[config.mk]
export PLATFORM = sky130hd
export DESIGN_NAME = ascii_to_unsigned_parser
export DESIGN_NICKNAME = d
export VERILOG_FILES = /design/src/aup_pkg.sv /design/src/aup_classify.sv /design/src/aup_core.sv /design/src/ascii_to_unsigned_parser.sv
export VERILOG_INCLUDE_DIRS = /design/src /design/src/src
export SDC_FILE = /design/constraint.sdc
export NUM_CORES = 1
export LEC_CHECK = 0
export BUFFER_PORTS_ARGS = -buffer_cell sky130_fd_sc_hd__buf_4
export CORE_MARGIN = 3
export CORE_UTILIZATION = 35
export CTS_CLUSTER_DIAMETER = 30
export DETAILED_ROUTE_END_ITERATION = 8
export GPL_TIMING_DRIVEN = 0
export PLACE_DENSITY = 0.58
export REMOVE_ABC_BUFFERS = 1
export SKIP_LAST_GASP = 1
export SLEW_MARGIN = 20
export SYNTH_ARGS = -nofsm -noshare
export SYNTH_HDL_FRONTEND = slang
export SYNTH_SLANG_ARGS = --single-unit
[constraint.sdc]
create_clock -name clk -period 8.2 [get_ports clk]
set_input_delay 0.82 -clock clk [delete_from_list [all_inputs] [get_ports clk]]
set_output_delay 0.82 -clock clk [all_outputs]
set_load 0.01 [all_outputs]
[src/ascii_to_unsigned_parser_defines.svh]
// ----------------------------------------------------------------------------
// ascii_to_unsigned_parser assertion macros
// Shared assertion forms, clocked on clk and disabled while rst_n is low.
// ----------------------------------------------------------------------------
`ifndef ASCII_TO_UNSIGNED_PARSER_DEFINES_SVH
`define ASCII_TO_UNSIGNED_PARSER_DEFINES_SVH

// Same-cycle implication.
`define AUP_ASSERT_IMPL(label, ante, cons) \
    label: assert property (@(posedge clk) disable iff (!rst_n) (ante) |-> (cons)) \
        else $error("assertion failed: implication");

// Next-cycle implication.
`define AUP_ASSERT_NEXT(label, ante, cons) \
    label: assert property (@(posedge clk) disable iff (!rst_n) (ante) |=> (cons)) \
        else $error("assertion failed: next-cycle implication");

`endif

[src/aup_pkg.sv]
// ----------------------------------------------------------------------------
// aup_pkg
// Types and character constants shared by the parser modules.
// ----------------------------------------------------------------------------
`default_nettype none

package aup_pkg;

    typedef enum logic [2:0] {
        PH_SKIP   = 3'd0,
        PH_FIRST  = 3'd1,
        PH_ZERO   = 3'd2,
        PH_XSEEN  = 3'd3,
        PH_DIGITS = 3'd4,
        PH_IDLE   = 3'd5
    } phase_t;

    // Character classification produced for one incoming byte.
    typedef struct packed {
        logic       is_blank;
        logic       is_minus;
        logic       is_plus;
        logic       is_x;
        logic       digit_ok;
        logic [5:0] digit;
    } aup_char_t;

    typedef struct packed {
        logic done;
        logic error;
    } aup_status_t;

    localparam int RADIX_BITS = 5;

    localparam logic [RADIX_BITS-1:0] RADIX_AUTO = 5'd0;
    localparam logic [RADIX_BITS-1:0] RADIX_MIN  = 5'd2;
    localparam logic [RADIX_BITS-1:0] RADIX_MAX  = 5'd16;
    localparam logic [RADIX_BITS-1:0] BASE_OCT   = 5'd8;
    localparam logic [RADIX_BITS-1:0] BASE_DEC   = 5'd10;
    localparam logic [RADIX_BITS-1:0] BASE_HEX   = 5'd16;

    localparam logic [7:0] CH_SPACE = 8'h20;
    localparam logic [7:0] CH_TAB   = 8'h09;
    localparam logic [7:0] CH_MINUS = 8'h2D;
    localparam logic [7:0] CH_PLUS  = 8'h2B;
    localparam logic [7:0] CH_0     = 8'h30;
    localparam logic [7:0] CH_9     = 8'h39;
    localparam logic [7:0] CH_UA    = 8'h41;
    localparam logic [7:0] CH_UX    = 8'h58;
    localparam logic [7:0] CH_UZ    = 8'h5A;
    localparam logic [7:0] CH_LA    = 8'h61;
    localparam logic [7:0] CH_LX    = 8'h78;
    localparam logic [7:0] CH_LZ    = 8'h7A;
    localparam logic [7:0] LETTER_OFFSET = 8'd10;

endpackage

`default_nettype wire

[src/aup_classify.sv]
// ----------------------------------------------------------------------------
// aup_classify
// Decodes one ASCII byte into blank, sign, x and digit-value flags.
// ----------------------------------------------------------------------------
`default_nettype none

module aup_classify (
    input  wire logic [7:0]        ch,
    output aup_pkg::aup_char_t     info
);

    logic [7:0] digit_wide;

    always_comb
    begin
        info.is_blank = (ch == aup_pkg::CH_SPACE) || (ch == aup_pkg::CH_TAB);
        info.is_minus = (ch == aup_pkg::CH_MINUS);
        info.is_plus  = (ch == aup_pkg::CH_PLUS);
        info.is_x     = (ch == aup_pkg::CH_LX) || (ch == aup_pkg::CH_UX);
        info.digit_ok = 1'b1;
        if (ch >= aup_pkg::CH_0 && ch <= aup_pkg::CH_9)
        begin
            digit_wide = ch - aup_pkg::CH_0;
        end
        else if (ch >= aup_pkg::CH_UA && ch <= aup_pkg::CH_UZ)
        begin
            digit_wide = ch - aup_pkg::CH_UA + aup_pkg::LETTER_OFFSET;
        end
        else if (ch >= aup_pkg::CH_LA && ch <= aup_pkg::CH_LZ)
        begin
            digit_wide = ch - aup_pkg::CH_LA + aup_pkg::LETTER_OFFSET;
        end
        else
        begin
            digit_wide    = 8'd0;
            info.digit_ok = 1'b0;
        end
        info.digit = digit_wide[5:0];
    end

endmodule

`default_nettype wire

[src/aup_core.sv]
// ----------------------------------------------------------------------------
// aup_core
// Per-number parse state and the single-step update for one character.
// ----------------------------------------------------------------------------
`default_nettype none

module aup_core #(
    parameter int VALUE_BITS = 32,
    parameter int INDEX_BITS = 16
) (
    input  wire logic                              clk,
    input  wire logic                              rst_n,
    input  wire logic                              fire,
    input  wire logic                              start_req,
    input  wire aup_pkg::aup_char_t                info,
    input  wire logic [aup_pkg::RADIX_BITS-1:0]    radix,
    output logic      [VALUE_BITS-1:0]             value,
    output aup_pkg::aup_status_t                   status,
    output logic      [INDEX_BITS-1:0]             end_index
);

    localparam int RB = aup_pkg::RADIX_BITS;
    localparam int WW = VALUE_BITS + RB;

    aup_pkg::phase_t        phase_reg, phase_next, phase_e;
    logic                   neg_reg, neg_next, neg_e;
    logic [RB-1:0]          base_reg, base_next, base_e;
    logic [VALUE_BITS-1:0]  acc_reg, acc_next, acc_e;
    logic                   err_reg, err_next, err_e;
    logic [INDEX_BITS-1:0]  cons_reg, cons_next, cons_e;
    logic [INDEX_BITS-1:0]  pos_reg, pos_next, pos_e, pos_inc;
    logic                   done;

    // Results of taking the first digit.
    aup_pkg::phase_t        f_phase;
    logic [RB-1:0]          f_base;
    logic [VALUE_BITS-1:0]  f_acc;
    logic                   f_err;
    logic [INDEX_BITS-1:0]  f_cons;
    logic                   f_done;

    // Results of taking a later digit.
    aup_pkg::phase_t        m_phase;
    logic [VALUE_BITS-1:0]  m_acc;
    logic                   m_err;
    logic [INDEX_BITS-1:0]  m_cons;
    logic                   m_done;
    logic [RB-1:0]          m_base;
    logic [WW-1:0]          m_wide;

    // A start request clears the per-number state before the character is used.
    always_comb
    begin
        if (start_req)
        begin
            phase_e = aup_pkg::PH_SKIP;
            neg_e   = 1'b0;
            base_e  = '0;
            acc_e   = '0;
            err_e   = 1'b0;
            cons_e  = '0;
            pos_e   = '0;
        end
        else
        begin
            phase_e = phase_reg;
            neg_e   = neg_reg;
            base_e  = base_reg;
            acc_e   = acc_reg;
            err_e   = err_reg;
            cons_e  = cons_reg;
            pos_e   = pos_reg;
        end
        pos_inc = (pos_e == '1) ? pos_e : pos_e + 1'b1;
    end

    always_comb
    begin
        logic [RB-1:0] r;
        logic          bad;
        f_phase = aup_pkg::PH_DIGITS;
        f_base  = base_e;
        f_acc   = acc_e;
        f_err   = err_e;
        f_cons  = pos_inc;
        f_done  = 1'b0;
        r       = radix;
        bad     = 1'b0;
        if (radix == aup_pkg::RADIX_AUTO)
        begin
            r = aup_pkg::BASE_DEC;
        end
        else if (radix < aup_pkg::RADIX_MIN || radix > aup_pkg::RADIX_MAX)
        begin
            bad = 1'b1;
        end
        if (radix == aup_pkg::RADIX_AUTO && info.digit_ok && info.digit == '0)
        begin
            f_base  = aup_pkg::BASE_OCT;
            f_acc   = '0;
            f_phase = aup_pkg::PH_ZERO;
        end
        else
        begin
            if (!bad)
            begin
                f_base = r;
            end
            if (bad || !info.digit_ok || info.digit >= {1'b0, r})
            begin
                f_err   = 1'b1;
                f_acc   = '0;
                f_cons  = '0;
                f_phase = aup_pkg::PH_IDLE;
                f_done  = 1'b1;
            end
            else
            begin
                f_acc = VALUE_BITS'(info.digit);
                if (r == aup_pkg::BASE_HEX && info.digit == '0)
                begin
                    f_phase = aup_pkg::PH_ZERO;
                end
            end
        end
    end

    // The product is wide enough that any overflow shows in its top bits.
    always_comb
    begin
        m_base  = (base_e == '0) ? aup_pkg::BASE_DEC : base_e;
        m_wide  = ({{RB{1'b0}}, acc_e} * WW'(m_base)) + WW'(info.digit);
        m_phase = aup_pkg::PH_DIGITS;
        m_acc   = acc_e;
        m_err   = err_e;
        m_cons  = pos_inc;
        m_done  = 1'b0;
        if (!info.digit_ok)
        begin
            m_phase = aup_pkg::PH_IDLE;
            m_cons  = cons_e;
            m_done  = 1'b1;
        end
        else if (!err_e)
        begin
            if (info.digit < {1'b0, m_base} && !(|m_wide[WW-1:VALUE_BITS]))
            begin
                m_acc = m_wide[VALUE_BITS-1:0];
            end
            else
            begin
                m_err = 1'b1;
                m_acc = '0;
            end
        end
    end

    // Next state.
    always_comb
    begin
        phase_next = phase_e;
        neg_next   = neg_e;
        base_next  = base_e;
        acc_next   = acc_e;
        err_next   = err_e;
        cons_next  = cons_e;
        pos_next   = pos_e;
        done       = 1'b0;
        if (phase_e != aup_pkg::PH_IDLE)
        begin
            pos_next = pos_inc;
            case (phase_e)
                aup_pkg::PH_SKIP:
                begin
                    if (info.is_blank)
                    begin
                        phase_next = aup_pkg::PH_SKIP;
                    end
                    else if (info.is_minus)
                    begin
                        neg_next   = 1'b1;
                        phase_next = aup_pkg::PH_FIRST;
                    end
                    else if (info.is_plus)
                    begin
                        phase_next = aup_pkg::PH_FIRST;
                    end
                    else
                    begin
                        phase_next = f_phase;
                        base_next  = f_base;
                        acc_next   = f_acc;
                        err_next   = f_err;
                        cons_next  = f_cons;
                        done       = f_done;
                    end
                end
                aup_pkg::PH_FIRST:
                begin
                    phase_next = f_phase;
                    base_next  = f_base;
                    acc_next   = f_acc;
                    err_next   = f_err;
                    cons_next  = f_cons;
                    done       = f_done;
                end
                aup_pkg::PH_ZERO:
                begin
                    if (info.is_x)
                    begin
                        base_next  = aup_pkg::BASE_HEX;
                        phase_next = aup_pkg::PH_XSEEN;
                    end
                    else
                    begin
                        phase_next = m_phase;
                        acc_next   = m_acc;
                        err_next   = m_err;
                        cons_next  = m_cons;
                        done       = m_done;
                    end
                end
                aup_pkg::PH_XSEEN:
                begin
                    if (info.digit_ok && info.digit < 6'd16)
                    begin
                        acc_next   = VALUE_BITS'(info.digit);
                        cons_next  = pos_inc;
                        phase_next = aup_pkg::PH_DIGITS;
                    end
                    else
                    begin
                        acc_next   = '0;
                        phase_next = aup_pkg::PH_IDLE;
                        done       = 1'b1;
                    end
                end
                default:
                begin
                    phase_next = m_phase;
                    acc_next   = m_acc;
                    err_next   = m_err;
                    cons_next  = m_cons;
                    done       = m_done;
                end
            endcase
        end
    end

    // Result for this character, taken from the updated state.
    always_comb
    begin
        if (err_next)
        begin
            value = '0;
        end
        else if (neg_next)
        begin
            value = VALUE_BITS'(0) - acc_next;
        end
        else
        begin
            value = acc_next;
        end
        status.done  = done;
        status.error = err_next;
        end_index    = cons_next;
    end

    always_ff @(posedge clk or negedge rst_n)
    begin
        if (!rst_n)
        begin
            phase_reg <= aup_pkg::PH_SKIP;
            neg_reg   <= 1'b0;
            base_reg  <= '0;
            acc_reg   <= '0;
            err_reg   <= 1'b0;
            cons_reg  <= '0;
            pos_reg   <= '0;
        end
        else if (fire)
        begin
            phase_reg <= phase_next;
            neg_reg   <= neg_next;
            base_reg  <= base_next;
            acc_reg   <= acc_next;
            err_reg   <= err_next;
            cons_reg  <= cons_next;
            pos_reg   <= pos_next;
        end
    end

endmodule

`default_nettype wire

[src/ascii_to_unsigned_parser.sv]
// ----------------------------------------------------------------------------
// ascii_to_unsigned_parser
// Streaming ASCII to unsigned integer converter, one character per request.
// ----------------------------------------------------------------------------
// Every character request yields one result request. The block sustains one
// character per cycle while the result side does not stall; a result is
// presented at the edge that moves its character from the input register
// into the result register, and is held there until it is taken. The
// whole parse step for a character (classification, a multiply by the base of
// at most five bits, and the overflow check) sits between those two
// registers, and the parse state is updated as the character moves forward.
// The radix register is set through the configuration channel and should only
// be written while no characters are in flight.
`default_nettype none

`include "ascii_to_unsigned_parser_defines.svh"

module ascii_to_unsigned_parser #(
    parameter int VALUE_BITS = 32,
    parameter int INDEX_BITS = 16
) (
    input  wire logic                           clk,
    input  wire logic                           rst_n,

    input  wire logic                           cfg_valid,
    output logic                                cfg_ready,
    input  wire logic [aup_pkg::RADIX_BITS-1:0] cfg_data,

    input  wire logic                           in_valid,
    output logic                                in_stall,
    input  wire logic [7:0]                     ch,
    input  wire logic                           start_req,

    output logic                                out_valid,
    input  wire logic                           out_stall,
    output logic      [VALUE_BITS-1:0]          value,
    output logic                                done_res,
    output logic                                error,
    output logic      [INDEX_BITS-1:0]          end_index
);

    logic [aup_pkg::RADIX_BITS-1:0] radix_reg;

    logic                   in1_valid_reg, in1_valid_next;
    logic [7:0]             ch_reg;
    logic                   start_reg;
    logic                   advance;

    aup_pkg::aup_char_t     info;
    aup_pkg::aup_status_t   step_status;
    logic [VALUE_BITS-1:0]  step_value;
    logic [INDEX_BITS-1:0]  step_index;

    logic                   out_valid_reg, out_valid_next;
    logic [VALUE_BITS-1:0]  value_reg;
    aup_pkg::aup_status_t   status_reg;
    logic [INDEX_BITS-1:0]  index_reg;

    assign cfg_ready = 1'b1;

    always_ff @(posedge clk or negedge rst_n)
    begin
        if (!rst_n)
        begin
            radix_reg <= aup_pkg::RADIX_AUTO;
        end
        else if (cfg_valid && cfg_ready)
        begin
            radix_reg <= cfg_data;
        end
    end

    // The held character moves on whenever the result register is free.
    assign advance        = in1_valid_reg && (!out_valid_reg || !out_stall);
    assign in_stall       = in1_valid_reg && !advance;
    assign in1_valid_next = (in_valid && !in_stall) || (in1_valid_reg && !advance);
    assign out_valid_next = advance || (out_valid_reg && out_stall);

    always_ff @(posedge clk or negedge rst_n)
    begin
        if (!rst_n)
        begin
            in1_valid_reg <= 1'b0;
            out_valid_reg <= 1'b0;
        end
        else
        begin
            in1_valid_reg <= in1_valid_next;
            out_valid_reg <= out_valid_next;
        end
    end

    always_ff @(posedge clk)
    begin
        if (in_valid && !in_stall)
        begin
            ch_reg    <= ch;
            start_reg <= start_req;
        end
        if (advance)
        begin
            value_reg  <= step_value;
            status_reg <= step_status;
            index_reg  <= step_index;
        end
    end

    aup_classify u_classify (
        .ch   (ch_reg),
        .info (info)
    );

    aup_core #(
        .VALUE_BITS (VALUE_BITS),
        .INDEX_BITS (INDEX_BITS)
    ) u_core (
        .clk       (clk),
        .rst_n     (rst_n),
        .fire      (advance),
        .start_req (start_reg),
        .info      (info),
        .radix     (radix_reg),
        .value     (step_value),
        .status    (step_status),
        .end_index (step_index)
    );

    assign out_valid = out_valid_reg;
    assign value     = value_reg;
    assign done_res  = status_reg.done;
    assign error     = status_reg.error;
    assign end_index = index_reg;

    `AUP_ASSERT_IMPL(a_err_zero_value, out_valid_reg && status_reg.error, value_reg == '0)
    `AUP_ASSERT_IMPL(a_ok_end_has_index,
        out_valid_reg && status_reg.done && !status_reg.error, index_reg != '0)
    `AUP_ASSERT_IMPL(a_stall_only_when_full, in_stall, in1_valid_reg && out_valid_reg)
    `AUP_ASSERT_NEXT(a_advance_fills_out, advance, out_valid_reg)

endmodule

`default_nettype wire

==> results.sh <==
export IMPL_cap_violations=0
export IMPL_slowest_delay_ns=0.52
export IMPL_worst_slew_pin_slew_ns=1.12
export IMPL_area_growth_synth_to_final_pct=18.3
export IMPL_finalCritPeriodShare_pct=99.3
export IMPL_die_w_um=214
export IMPL_crit_fanout=5
export IMPL_p_seq_share_pct=34.6
export IMPL_cts_sinks=140
export IMPL_slew_headroom_pct=25.6
export IMPL_cts_made_buffers=17
export IMPL_synth_area_per_cell_sq_um=8.17
export IMPL_fp_dieArea_sq_um=45900
export IMPL_required_ns=8.44
export IMPL_routed_via_count=14100
export IMPL_crit_path_end_kind="flop"
export IMPL_p_switching_w=0.000991
export IMPL_synth_edff_count=59
export IMPL_ff_latch_area_sq_um=3800
export IMPL_slowest_stage="fa_1"
export IMPL_grt_setup_unrepaired="yes"
export IMPL_clock_fmax_mhz=123
export IMPL_slew_violations=0
export IMPL_swShare_pct=39.2
export IMPL_power_leakage_nw=7.92
export IMPL_gp_congestion=0.921
export IMPL_antenna_cells=0
export IMPL_multi_input_area_sq_um=10800
export IMPL_drtIter0Drc=1156
export IMPL_drive_above_1_share_pct=15.2
export IMPL_pwr_share_comb_pct=33.7
export IMPL_drc_errors=0
export IMPL_rrSetupSlack_ns=0.06
export IMPL_coreArea_sq_um=42400
export IMPL_grt_ovfl_total=0
export IMPL_grt_total_usage_pct=21.7
export IMPL_ys_types=90
export IMPL_fillers=4272
export IMPL_synth_top_area_share_pct=13.4
export IMPL_first_pass_iters=5
export IMPL_powerDensity_nw_per_um2=141
export IMPL_arrival_ns=8.38
export IMPL_ir_worst_vdd_uv=135
export IMPL_antenna_found_initial=1
export IMPL_worst_path_most_repeated_cell="ha_4"
export IMPL_setup_viol=0
export IMPL_wl_per_cell_um=20.0
export IMPL_clock_path_buffers=2
export IMPL_htreeDepth=4
export IMPL_yosysMostFrequentCell="nand2_1"
export IMPL_clk_latency_ns=0.49
export IMPL_start_util_pct=35.8
export IMPL_setup_tns_final_ns=0
export IMPL_dpl_instance_area_sq_um=16300
export IMPL_synth_area_leaders="dfrtp_1 (13%), fa_1 (13%), edfxtp_1 (12%)"
export IMPL_yosysSeqAreaShare_pct=25.0
export IMPL_grt_pass1_vias=13900
export IMPL_hpwlAfterDp_mm=36.4
export IMPL_die_y_um=214
export IMPL_outcome="finished clean"
export IMPL_ys_ff_latch=140
export IMPL_holdBufCountCts=0
export IMPL_pwr_share_clk_pct=31.6
export IMPL_finClkSkew_ns=0.0153
export IMPL_fin_area_sq_um=17900
export IMPL_synth_warnings=0
export IMPL_tritoncts="done"
export IMPL_synth_ff_type="dfrtp_1"
export IMPL_async_reset_ff_share_pct=57.9
export IMPL_grt_max_degree=82
export IMPL_p_int_w=0.00154
export IMPL_rows=75
export IMPL_nNetsFinal=2125
export IMPL_synth_common_cells="nand2_1 (255), inv_1 (195), nor2_1 (161)"
export IMPL_critPathKind="reg -> reg"
export IMPL_grt_pass1_wl_mm=78.7
export IMPL_cts_root_buffer="clkbuf_16"
export IMPL_placedCellCount=2421
export IMPL_fin_crit_ns=8.14
export IMPL_critPathLaunchType="flop"
export IMPL_totalWireLength_mm=50.2
export IMPL_synth_area_sq_um=15200
export IMPL_viasPerCell=5.63
export IMPL_clk_pin_slew_worst_paths_ns=0.06
export IMPL_synth_top_cell_by_area="dfrtp_1"
export IMPL_hold_ws_ns=0.363
export IMPL_final_hold_violation_count=0
export IMPL_synthCells=1857
export IMPL_hold_class="in -> async"
export IMPL_ioPinCount=72
export IMPL_ant_nets=0
export IMPL_instances_no_fill=2510
export IMPL_p_total_w=0.00253
export IMPL_place_port_buffers=70
cell usage in the layout, fill, tap and decap left out, drive strengths merged, types with 12 or more instances in the layout:
| cell type | Yosys | routed |
|---|---|---|
| a211oi | 21 | 21 |
| a21o | 25 | 25 |
| a21oi | 108 | 108 |
| a22o | 17 | 17 |
| a22oi | 14 | 14 |
| a31oi | 17 | 17 |
| and2 | 94 | 94 |
| and3 | 18 | 18 |
| buf | 24 | 142 |
| clkbuf | 76 | 17 |
| dfrtp | 81 | 81 |
| edfxtp | 59 | 59 |
| fa | 96 | 96 |
| ha | 90 | 90 |
| inv | 196 | 200 |
| nand2 | 256 | 256 |
| nand2b | 14 | 14 |
| nand3 | 29 | 29 |
| nand4 | 21 | 21 |
| nor2 | 161 | 161 |
| nor2b | 28 | 29 |
| nor3 | 27 | 27 |
| o211ai | 12 | 12 |
| o21ai | 111 | 111 |
| o31ai | 13 | 13 |
| xnor2 | 35 | 35 |
| xor2 | 40 | 40 |
power groups by stage:
stage	Combinational, W	Sequential, W	Clock [W]
after detailed placement	0.000748	0.000883	0
final	0.000853	0.000875	0.000800
after global placement	0.000670	0.000884	0
after global routing	0.000908	0.000882	0.000850
after floorplan	0.000392	0.000870	0
after CTS	0.000812	0.000870	0.000827
metrics by stage:
step                setup slack (ns)  utilization [%]
global placement               -5.52             37.7
finish                        0.0602             42.3
floorplan                      -1.08                -
detailed placement             -2.69             38.5
global route                  -0.137             42.3
CTS                          0.00725             41.4
critical path, delay by kind of cell (launching register included):
kind / cells / cell delay, ns
AND/OR/NAND/NOR: 7 / 1.59
AO/OA/AOI/OAI: 11 / 2.95
adder cells (fa/ha/maj): 7 / 2.03
flip-flops: 1 / 0.43
XOR/XNOR: 2 / 0.33
buffers and inverters: 4 / 0.54
path summary, 6_finish.rpt:
kind,from,to,cells after the start
worst max register to register,ch_reg[1],value[22],31
worst max-delay path,ch_reg[1],value[22],31
min in group clk,u_core.cons_reg[11],u_core.cons_reg[11],2
max in group asynchronous,rst_n,u_core.acc_reg[23],1
worst min-delay path,rst_n,in1_valid_reg,1
worst min register to register,u_core.cons_reg[11],u_core.cons_reg[11],2
per-layer routing:
| metal | share of wire, % | track usage (%) | vias up |
|---|---|---|---|
| li1 | - | - | 6543 |
| met1 | 42 | 28.2 | 6948 |
| met2 | 47 | 35.0 | 520 |
| met3 | 7.3 | 4.65 | 125 |
| met4 | 3.9 | 9.47 | 2 |
| met5 | 0.024 | 0 | - |
logic make-up after synthesis:
logic type	share of synthesized area [%]
and+or+nand+nor	22.3
AOI/OAI and AO/OA	19.8
buffers and inverters	7.63
adders and majority gates	20.1
DFF	25.0
xor gates and xnor gates	4.33
muxes	0.800
other	0.0247
what timing repair did:
action,in CTS,in global routing
resized for setup,67,37
setup endpoints to repair,64,19
gates cloned,2,0
pin swaps,24,34
endpoints found under the hold margin,0,0
buffers inserted,31,24
final cells by class:
class / count / area share (%)
repair buffers: 142 / 6.87
clock inverters: 15 / 0.913
clock buffers: 17 / 2.37
flip-flops and latches: 140 / 21.2
multi-input cells: 1423 / 60.4
well taps: 577 / 4.02
inverters: 196 / 4.20
Power figures use the tool's default switching activity.
